File: config.mk
export PLATFORM = sky130hd
export DESIGN_NAME = housekeeping_telemetry_framer_core
export DESIGN_NICKNAME = d
export VERILOG_FILES = /design/src/hw/rtl/hk_pkg.sv /design/src/hw/rtl/hk_cell.sv /design/src/hw/rtl/hk_build.sv /design/src/hw/rtl/housekeeping_telemetry_framer_core.sv
export SDC_FILE = /design/constraint.sdc
export NUM_CORES = 2
export LEC_CHECK = 0
export BUFFER_PORTS_ARGS = -buffer_cell sky130_fd_sc_hd__buf_2
export CAP_MARGIN = 10
export CELL_PAD_IN_SITES_DETAIL_PLACEMENT = 2
export CELL_PAD_IN_SITES_GLOBAL_PLACEMENT = 2
export CORE_MARGIN = 3
export CORE_UTILIZATION = 46
export CTS_BUF_LIST = sky130_fd_sc_hd__clkbuf_8
export CTS_CLUSTER_DIAMETER = 120
export DETAILED_ROUTE_END_ITERATION = 8
export PLACE_DENSITY_LB_ADDON = 0.1
export RECOVER_POWER = 50
export SKIP_CTS_REPAIR_TIMING = 1
export SYNTH_ARGS = -nofsm -noshare
export SYNTH_HDL_FRONTEND = slang
export SYNTH_SLANG_ARGS = --single-unit
File: constraint.sdc
create_clock -name i_clk -period 23.5 [get_ports i_clk]
set_input_delay 1.175 -clock i_clk [delete_from_list [all_inputs] [get_ports i_clk]]
set_output_delay 1.175 -clock i_clk [all_outputs]
set_load 0.01 [all_outputs]
File: src/hw/rtl/hk_pkg.sv
package hk_pkg;

    localparam int FRAME_LEN  = 30;
    localparam int NUM_WORDS  = 11;
    localparam int WORD_IDX_W = 4;
    localparam int HDR_LEN    = 7;

    localparam logic [7:0] SOF          = 8'h7E;
    localparam logic [7:0] VERSION      = 8'h01;
    localparam logic [7:0] KIND_PSAVE   = 8'h12;
    localparam logic [7:0] KIND_MISSION = 8'h11;
    localparam logic [7:0] KIND_NORMAL  = 8'h10;
    localparam logic [7:0] PAYLOAD_LEN  = 8'd23;
    localparam logic [7:0] MODE_MISSION = 8'h01;
    localparam logic [7:0] MODE_IDLE    = 8'h00;

    localparam logic [1:0] CMD_ENTER = 2'd1;
    localparam logic [1:0] CMD_LEAVE = 2'd2;

    localparam logic [21:0] THRESH_RESET = 22'd235930;

    // Word slots in the frame body.
    localparam logic [WORD_IDX_W-1:0] IDX_BATT      = 4'd0;
    localparam logic [WORD_IDX_W-1:0] IDX_TEMP      = 4'd1;
    localparam logic [WORD_IDX_W-1:0] IDX_ACCEL_LO  = 4'd2;
    localparam logic [WORD_IDX_W-1:0] IDX_RATE_LO   = 4'd5;
    localparam logic [WORD_IDX_W-1:0] IDX_FIELD_LO  = 4'd8;
    localparam logic [WORD_IDX_W-1:0] IDX_LAST      = 4'd10;

    // Scale factors, unsigned with 16 fraction bits.
    localparam int K_W = 26;
    localparam logic [K_W-1:0] K_BATT  = 26'd56844219;
    localparam logic [K_W-1:0] K_TEMP  = 26'd655360;
    localparam logic [K_W-1:0] K_ACCEL = 26'd3423922;
    localparam logic [K_W-1:0] K_RATE  = 26'd1073742;
    localparam logic [K_W-1:0] K_FIELD = 26'd65536;

    typedef logic [7:0]  t_byte;
    typedef logic [15:0] t_word;

    typedef struct packed {
        t_byte                   kind;
        t_byte                   mode;
        logic [15:0]             seq;
        t_word [NUM_WORDS-1:0]   words;
        t_byte                   sum;
    } t_frame;

    typedef struct packed {
        t_byte data;
        logic  last;
    } t_cell_data;

    function automatic logic [K_W-1:0] scale_const(input logic [WORD_IDX_W-1:0] idx);
        logic [K_W-1:0] k;
        if (idx == IDX_BATT) begin
            k = K_BATT;
        end else if (idx == IDX_TEMP) begin
            k = K_TEMP;
        end else if (idx < IDX_RATE_LO) begin
            k = K_ACCEL;
        end else if (idx < IDX_FIELD_LO) begin
            k = K_RATE;
        end else begin
            k = K_FIELD;
        end
        return k;
    endfunction

endpackage

File: src/hw/rtl/hk_cell.sv
module hk_cell (
    input  logic               i_clk,
    input  logic               i_rst_n,
    input  logic               i_load,
    input  logic               i_shift,
    input  hk_pkg::t_cell_data i_load_data,
    input  hk_pkg::t_cell_data i_next_data,
    input  logic               i_next_valid,
    output hk_pkg::t_cell_data o_data,
    output logic               o_valid
);

    hk_pkg::t_cell_data r_data;
    logic               r_valid;

    always_ff @(posedge i_clk) begin
        if (!i_rst_n) begin
            r_valid <= 1'b0;
        end else if (i_load) begin
            r_valid <= 1'b1;
        end else if (i_shift) begin
            r_valid <= i_next_valid;
        end
    end

    always_ff @(posedge i_clk) begin
        if (i_load) begin
            r_data <= i_load_data;
        end else if (i_shift) begin
            r_data <= i_next_data;
        end
    end

    assign o_data  = r_data;
    assign o_valid = r_valid;

endmodule

File: src/hw/rtl/hk_build.sv
module hk_build #(
    parameter int FRACTION_BITS = 16
) (
    input  logic                i_clk,
    input  logic                i_rst_n,
    input  logic                i_in_valid,
    output logic                o_in_ready,
    input  logic [21:0]         i_battery_volts,
    input  logic signed [31:0]  i_temperature,
    input  logic signed [31:0]  i_accel_x,
    input  logic signed [31:0]  i_accel_y,
    input  logic signed [31:0]  i_accel_z,
    input  logic signed [31:0]  i_rate_x,
    input  logic signed [31:0]  i_rate_y,
    input  logic signed [31:0]  i_rate_z,
    input  logic signed [31:0]  i_field_x,
    input  logic signed [31:0]  i_field_y,
    input  logic signed [31:0]  i_field_z,
    input  logic [1:0]          i_command,
    input  logic [21:0]         i_threshold,
    input  logic                i_load,
    output logic                o_frame_valid,
    output hk_pkg::t_frame      o_frame
);

    localparam int PW = 32 + hk_pkg::K_W;
    localparam int SH = FRACTION_BITS + 16;
    localparam int IW = hk_pkg::WORD_IDX_W;

    logic                       r_busy;
    logic                       r_issue;
    logic [IW-1:0]              r_idx;
    logic                       r_pvalid;
    logic [IW-1:0]              r_pidx;
    logic                       r_pneg;
    logic                       r_punsigned;
    logic [PW-1:0]              r_prod;
    logic                       r_done;
    logic                       r_mission;
    logic [15:0]                r_seq;
    hk_pkg::t_byte              r_kind;
    hk_pkg::t_byte              r_mode;
    hk_pkg::t_byte              r_sum;
    logic [31:0]                r_raw  [hk_pkg::NUM_WORDS];
    hk_pkg::t_word              r_word [hk_pkg::NUM_WORDS];

    logic                       w_accept;
    logic                       w_psave;
    logic                       n_mission;
    logic                       w_motion;
    logic [15:0]                n_seq;
    hk_pkg::t_byte              n_kind;
    hk_pkg::t_byte              n_mode;
    hk_pkg::t_byte              w_hdr_sum;
    logic [31:0]                w_raw;
    logic                       w_neg;
    logic [31:0]                w_mag;
    logic [PW-1:0]              w_q;
    hk_pkg::t_word              w_sat;

    assign o_in_ready = !r_busy;
    assign w_accept   = i_in_valid && !r_busy;

    // Tick decode: power save freezes the mission flag and ignores the command.
    always_comb begin
        w_psave   = i_battery_volts < i_threshold;
        n_mission = r_mission;
        if (!w_psave) begin
            if (i_command == hk_pkg::CMD_ENTER) begin
                n_mission = 1'b1;
            end else if (i_command == hk_pkg::CMD_LEAVE) begin
                n_mission = 1'b0;
            end
        end
        w_motion = !w_psave && n_mission;
        n_seq    = r_seq + 16'd1;
        if (w_psave) begin
            n_kind = hk_pkg::KIND_PSAVE;
        end else if (n_mission) begin
            n_kind = hk_pkg::KIND_MISSION;
        end else begin
            n_kind = hk_pkg::KIND_NORMAL;
        end
        n_mode    = w_motion ? hk_pkg::MODE_MISSION : hk_pkg::MODE_IDLE;
        w_hdr_sum = hk_pkg::VERSION + n_kind + n_seq[15:8] + n_seq[7:0]
                  + hk_pkg::PAYLOAD_LEN + n_mode;
    end

    always_ff @(posedge i_clk) begin
        if (!i_rst_n) begin
            r_mission <= 1'b0;
            r_seq     <= 16'd0;
        end else if (w_accept) begin
            r_mission <= n_mission;
            r_seq     <= n_seq;
        end
    end

    // Operands are stored already masked, so a cleared slot scales to zero.
    always_ff @(posedge i_clk) begin
        if (w_accept) begin
            r_kind   <= n_kind;
            r_mode   <= n_mode;
            r_raw[0] <= {10'd0, i_battery_volts};
            r_raw[1] <= w_psave  ? 32'd0 : i_temperature;
            r_raw[2] <= w_motion ? i_accel_x : 32'd0;
            r_raw[3] <= w_motion ? i_accel_y : 32'd0;
            r_raw[4] <= w_motion ? i_accel_z : 32'd0;
            r_raw[5] <= w_motion ? i_rate_x  : 32'd0;
            r_raw[6] <= w_motion ? i_rate_y  : 32'd0;
            r_raw[7] <= w_motion ? i_rate_z  : 32'd0;
            r_raw[8] <= w_motion ? i_field_x : 32'd0;
            r_raw[9] <= w_motion ? i_field_y : 32'd0;
            r_raw[10] <= w_motion ? i_field_z : 32'd0;
        end
    end

    // Multiply stage: one word per cycle through a shared multiplier.
    always_comb begin
        w_raw = r_raw[r_idx];
        w_neg = (r_idx != hk_pkg::IDX_BATT) && w_raw[31];
        w_mag = w_neg ? (~w_raw + 32'd1) : w_raw;
    end

    always_ff @(posedge i_clk) begin
        if (!i_rst_n) begin
            r_busy   <= 1'b0;
            r_issue  <= 1'b0;
            r_idx    <= '0;
            r_pvalid <= 1'b0;
            r_done   <= 1'b0;
        end else begin
            r_pvalid <= r_issue;
            if (w_accept) begin
                r_busy  <= 1'b1;
                r_issue <= 1'b1;
                r_idx   <= '0;
            end else if (r_issue) begin
                r_idx <= r_idx + 1'b1;
                if (r_idx == hk_pkg::IDX_LAST) begin
                    r_issue <= 1'b0;
                end
            end
            if (r_pvalid && r_pidx == hk_pkg::IDX_LAST) begin
                r_done <= 1'b1;
            end else if (i_load) begin
                r_done <= 1'b0;
                r_busy <= 1'b0;
            end
        end
    end

    always_ff @(posedge i_clk) begin
        r_pidx      <= r_idx;
        r_pneg      <= w_neg;
        r_punsigned <= r_idx == hk_pkg::IDX_BATT;
        r_prod      <= PW'(w_mag) * PW'(hk_pkg::scale_const(r_idx));
    end

    // Truncate, then saturate to 16 bits.
    always_comb begin
        w_q = r_prod >> SH;
        if (r_punsigned) begin
            w_sat = (w_q > PW'(65535)) ? 16'hFFFF : w_q[15:0];
        end else if (r_pneg) begin
            w_sat = (w_q >= PW'(32768)) ? 16'h8000 : (16'd0 - w_q[15:0]);
        end else begin
            w_sat = (w_q > PW'(32767)) ? 16'h7FFF : w_q[15:0];
        end
    end

    always_ff @(posedge i_clk) begin
        if (w_accept) begin
            r_sum <= w_hdr_sum;
        end else if (r_pvalid) begin
            r_sum <= r_sum + w_sat[15:8] + w_sat[7:0];
        end
        if (r_pvalid) begin
            r_word[r_pidx] <= w_sat;
        end
    end

    assign o_frame_valid = r_done;

    always_comb begin
        o_frame.kind = r_kind;
        o_frame.mode = r_mode;
        o_frame.seq  = r_seq;
        o_frame.sum  = r_sum;
        for (int i = 0; i < hk_pkg::NUM_WORDS; i++) begin
            o_frame.words[i] = r_word[i];
        end
    end

endmodule

File: src/hw/rtl/housekeeping_telemetry_framer_core.sv
// Every accepted telemetry tick produces one 30-byte frame on the output, one byte per
// accepted output request, with o_last_of_frame marking the checksum byte. A tick is scaled
// by one shared multiplier, one word per cycle, and the finished frame is loaded at once into
// a row of 30 byte cells that shifts toward the output. The next tick is taken as soon as the
// previous frame has moved into the cell row, so building overlaps sending and the sustained
// tick rate is set by the cell row, which emits one byte a cycle while the receiver accepts.
// The threshold register may be rewritten only while no frame is in flight.
module housekeeping_telemetry_framer_core #(
    parameter int FRACTION_BITS = 16
) (
    input  logic                i_clk,
    input  logic                i_rst_n,
    input  logic                i_cfg_we,
    input  logic [21:0]         i_cfg_data,
    input  logic                i_in_valid,
    output logic                o_in_ready,
    input  logic [21:0]         i_battery_volts,
    input  logic signed [31:0]  i_temperature,
    input  logic signed [31:0]  i_accel_x,
    input  logic signed [31:0]  i_accel_y,
    input  logic signed [31:0]  i_accel_z,
    input  logic signed [31:0]  i_rate_x,
    input  logic signed [31:0]  i_rate_y,
    input  logic signed [31:0]  i_rate_z,
    input  logic signed [31:0]  i_field_x,
    input  logic signed [31:0]  i_field_y,
    input  logic signed [31:0]  i_field_z,
    input  logic [1:0]          i_command,
    output logic                o_out_valid,
    input  logic                i_out_ready,
    output logic [7:0]          o_tx_byte,
    output logic                o_last_of_frame
);

    localparam int N = hk_pkg::FRAME_LEN;

    logic [21:0]        r_threshold;
    logic               w_frame_valid;
    hk_pkg::t_frame     w_frame;
    logic               w_load;
    logic               w_shift;
    hk_pkg::t_cell_data w_load_data [N];
    hk_pkg::t_cell_data w_cell_data [N];
    logic [N-1:0]       w_valid;

    always_ff @(posedge i_clk) begin
        if (!i_rst_n) begin
            r_threshold <= hk_pkg::THRESH_RESET;
        end else if (i_cfg_we) begin
            r_threshold <= i_cfg_data;
        end
    end

    hk_build #(
        .FRACTION_BITS(FRACTION_BITS)
    ) u_build (
        .i_clk          (i_clk),
        .i_rst_n        (i_rst_n),
        .i_in_valid     (i_in_valid),
        .o_in_ready     (o_in_ready),
        .i_battery_volts(i_battery_volts),
        .i_temperature  (i_temperature),
        .i_accel_x      (i_accel_x),
        .i_accel_y      (i_accel_y),
        .i_accel_z      (i_accel_z),
        .i_rate_x       (i_rate_x),
        .i_rate_y       (i_rate_y),
        .i_rate_z       (i_rate_z),
        .i_field_x      (i_field_x),
        .i_field_y      (i_field_y),
        .i_field_z      (i_field_z),
        .i_command      (i_command),
        .i_threshold    (r_threshold),
        .i_load         (w_load),
        .o_frame_valid  (w_frame_valid),
        .o_frame        (w_frame)
    );

    // A new frame enters when the row is empty or its last byte is leaving.
    assign w_shift = o_out_valid && i_out_ready;
    assign w_load  = w_frame_valid
                  && (!w_valid[0] || (w_cell_data[0].last && i_out_ready));

    always_comb begin
        w_load_data[0] = '{data: hk_pkg::SOF,          last: 1'b0};
        w_load_data[1] = '{data: hk_pkg::VERSION,      last: 1'b0};
        w_load_data[2] = '{data: w_frame.kind,         last: 1'b0};
        w_load_data[3] = '{data: w_frame.seq[15:8],    last: 1'b0};
        w_load_data[4] = '{data: w_frame.seq[7:0],     last: 1'b0};
        w_load_data[5] = '{data: hk_pkg::PAYLOAD_LEN,  last: 1'b0};
        w_load_data[6] = '{data: w_frame.mode,         last: 1'b0};
        for (int i = 0; i < hk_pkg::NUM_WORDS; i++) begin
            w_load_data[hk_pkg::HDR_LEN + 2*i]     = '{data: w_frame.words[i][15:8], last: 1'b0};
            w_load_data[hk_pkg::HDR_LEN + 2*i + 1] = '{data: w_frame.words[i][7:0],  last: 1'b0};
        end
        w_load_data[N-1] = '{data: w_frame.sum, last: 1'b1};
    end

    for (genvar g = 0; g < N; g++) begin : g_cell
        hk_pkg::t_cell_data w_next_data;
        logic               w_next_valid;
        if (g == N - 1) begin : g_tail
            assign w_next_data  = '0;
            assign w_next_valid = 1'b0;
        end else begin : g_mid
            assign w_next_data  = w_cell_data[g+1];
            assign w_next_valid = w_valid[g+1];
        end
        hk_cell u_cell (
            .i_clk       (i_clk),
            .i_rst_n     (i_rst_n),
            .i_load      (w_load),
            .i_shift     (w_shift),
            .i_load_data (w_load_data[g]),
            .i_next_data (w_next_data),
            .i_next_valid(w_next_valid),
            .o_data      (w_cell_data[g]),
            .o_valid     (w_valid[g])
        );
    end

    assign o_out_valid     = w_valid[0];
    assign o_tx_byte       = w_cell_data[0].data;
    assign o_last_of_frame = w_cell_data[0].last;

    a_load_starts_frame: assert property (@(posedge i_clk) disable iff (!i_rst_n)
        w_load |=> (o_out_valid && o_tx_byte == hk_pkg::SOF && !o_last_of_frame))
        else $error("frame load did not present a start byte");

    a_last_ends_row: assert property (@(posedge i_clk) disable iff (!i_rst_n)
        (o_out_valid && o_last_of_frame) |-> !w_valid[1])
        else $error("cells still valid behind the checksum byte");

    a_shift_drops_one: assert property (@(posedge i_clk) disable iff (!i_rst_n)
        (w_shift && !w_load) |=> ($countones(w_valid) == $past($countones(w_valid)) - 1))
        else $error("cell row lost or duplicated a byte");

    a_load_fills_row: assert property (@(posedge i_clk) disable iff (!i_rst_n)
        w_load |=> (&w_valid))
        else $error("frame load left an empty cell");

endmodule

==> results.cfg <==
[setup_path]
r2r_end = u_build.r_prod[57]
required_ps = 24320
cpPeakStageDelay_ps = 1060
cp_slowest_cell = and2_1
crit_top_cell = fa_1
cp-endpoint = u_build.r_prod[57]
crit_arrival_ps = 14410
setup.worst_path.end_class = flip-flop
cp_max_fo = 19
crit_type = flip-flop to flip-flop
ff2ff_setup_slack_ps = 9910
cp-start-kind = flip-flop
ff2ff_path_depth = 34

[floorplan]
rows = 135
dieWidth_um = 376
start_util_pct = 46.5
dieArea_mm2 = 0.142
core_area_mm2 = 0.136
die_y_um = 376
pin_count = 382

[synth]
synth_area_leaders = edfxtp_1, fa_1, ha_1
netlist-cell-type-count = 109
yosys_warnings = 0
yosys.area.top_type = edfxtp_1
synth_top_area_share_pct = 35.4
synth.yosys.seq_area_share_pct = 40.7
synth-edff-count = 744
ys.flop_type = edfxtp_1
ys_seq_elements = 911
synthArstFlopShare_pct = 0
post_synth.cell_area_avg_um2 = 10.6
syn_area_mm2 = 0.0631
synth_cells = 5955
synth_nets = 7252

[global_routing]
use_met3_pct = 5.40
grt_pass1_wl_mm = 363
grt_overflow = 0
met1_usage_pct = 39.6
gr-usage-met2_pct = 62.0
globalRouteTotalUtil_pct = 35.2
grt_max_degree = 205
antenna_found_initial = 48
grt_pass1_vias = 54055
grt.busiest_layer = met2

[flow_run]
cap_violations = 17

[final_layout]
fin_area_mm2 = 0.0697
syn_to_final_growth_pct = 10.4
fill_cells = 13902
fin_nets = 7591
drive_gt1_share_pct = 12.0

[placed_design]
place_congestion = 0.958
place_area_mm2 = 0.0667
numPortBuffers = 381
dp_hpwl_mm = 188

[run_status]
violations = max-capacitance violations, max-slew violations
status = finished with violations

[timing]
max_freq_ghz = 0.0736
skew_ps = 58.2
worst_slew_margin_rel_pct = -535
hold_viol_final = 0
setup-violations-final = 0
fin_tns_setup_ps = 0
period_share_pct = 57.8
layout_min_cycle_time_ps = 13590
rsz0062_at_grt = false
report.final.slew_viol_count = 1020
whs_ps = 453
tightest_slew_ps = 9520

[detailed_routing]
wl_per_cell_um = 30.5
drc = 0
final_antenna_net_count = 0
via_count = 47448
vias_per_cell = 5.75
wl_mm = 251
drt_iter0_markers = 3995
drt_first_pass_iters = 7

[clock_tree]
clockBufferDepth = 3
cts.sinks = 911
clkTransAtPathRegs_ps = 80
cts_htree_levels = 4
cts_buffers = 161
cts_tree = yes
root_buffer = clkbuf_8
clkLatencyLatePin_ps = 920

[hold_path]
min_delay_path_depth = 2
hp-class = flip-flop to flip-flop
==> critical path: cells and delay by family, from the launching register on <==
kind | cells | cell delay (ps)
flops | 1 | 720
buf+inv | 6 | 720
fa+ha+maj | 9 | 4150
compound gates | 12 | 4030
xor+xnor | 2 | 1160
simple gates | 5 | 2670
==> cell usage after synthesis (all sizes together), types with 10 or more instances <==
master    n
a22oi    36
nor4     10
and3    329
clkbuf  246
and2     85
dfxtp   167
a31oi    48
inv     960
xnor2   123
nand4    11
nor2b    53
o22ai    10
xor2     54
mux4     12
a221oi   11
a21o     81
edfxtp  744
fa      566
o21ai    91
mux2     25
nand2b   35
nand3   234
a211oi   23
o211ai   27
nor3     24
mux2i   123
or2      27
nor2    227
o21a     10
o22a     10
o31ai    17
ha      360
nand2   860
a31o     17
or3      18
a21oi   151
buf      50
==> area by class of cell <==
type | count | area [um^2] | area share [%]
antenna | 49 | 123 | 0.176
clock buffer | 176 | 2420 | 3.47
clock inverter | 114 | 681 | 0.976
inverter | 963 | 3620 | 5.19
multi-input combinational | 3785 | 32500 | 46.7
sequential | 911 | 25700 | 36.8
tap | 1781 | 2230 | 3.20
timing repair buffer | 472 | 2430 | 3.49
==> layer usage <==
metal  vias to the layer above  wire length [um]
li1                      20372                 -
met1                     24555             91700
met2                      1782            128000
met3                       737             13000
met4                         2             18600
met5                         -                13
==> stage by stage <==
stage | cells | setup slack (ps) | utilization [%]
floorplan | 5955 | 11380 | -
global placement | 7912 | 10850 | 49.1
detailed placement | 7912 | 10230 | 49.1
CTS | 8202 | 10170 | 51.4
global route | 8245 | 9430 | 51.3
finish | 8251 | 9910 | 51.3
==> cell usage in the layout, fill, tap and decap left out, types with 63 or more instances in the layout <==
cell	Yosys	routed
nand2_1	856	855
xnor2_1	119	119
nand3_1	233	233
fa_1	566	566
clkbuf_1	245	65
and2_1	84	63
ha_1	360	360
buf_2	21	347
dfxtp_1	167	164
a21oi_1	148	146
edfxtp_1	744	744
a21o_1	81	81
mux2i_1	123	123
nor2_1	220	216
clkbuf_8	0	176
o21ai_0	79	79
inv_1	949	1007
and3_1	328	328
==> cells by family after synthesis <==
family / after synthesis / share of synthesized area [%]
flops: 911 / 40.7
mux: 160 / 2.84
xor+xnor: 177 / 2.54
buf+inv: 1259 / 7.88
compound gates: 592 / 6.41
fa+ha+maj: 932 / 25.2
simple gates: 1924 / 14.5
==> worst min path at each step <==
stage / from / end / slack, ps
6_report: g_cell[12].u_cell.o_data[0] / g_cell[11].u_cell.o_data[0] / 450
5_1_grt: i_battery_volts[9] / u_build.r_raw[0][9] / 450
4_1_cts: i_battery_volts[8] / u_build.r_raw[0][8] / 370
3_5_place_dp: g_cell[29].u_cell.o_data[0] / g_cell[29].u_cell.o_data[0] / 450
3_3_place_gp: g_cell[29].u_cell.o_data[0] / g_cell[29].u_cell.o_data[0] / 440
2_1_floorplan: u_build.r_idx[2] / u_build.r_pidx[2] / 350
==> sequential cells by signal, indices dropped and copies added (netlist names), named ones only <==
register and cells:
u_build.r_pvalid 1, u_build.r_issue 1, u_build.r_mission 1, u_build.o_frame_valid 1, u_build.r_raw 342, u_build.r_busy 1
u_build.r_idx 4, u_build.r_prod 26, r_threshold 22, u_build.r_pidx 4, u_build.r_seq 16, g_cell.u_cell.o_data 270
u_build.r_sum 8, u_build.r_word 176, u_build.r_punsigned 1, g_cell.u_cell.o_valid 30, u_build.r_pneg 1, u_build.r_kind 2
Power is left out: the tool's default activity adds up to more than one toggle a clock period on the data nets, which glitch-free logic cannot reach.
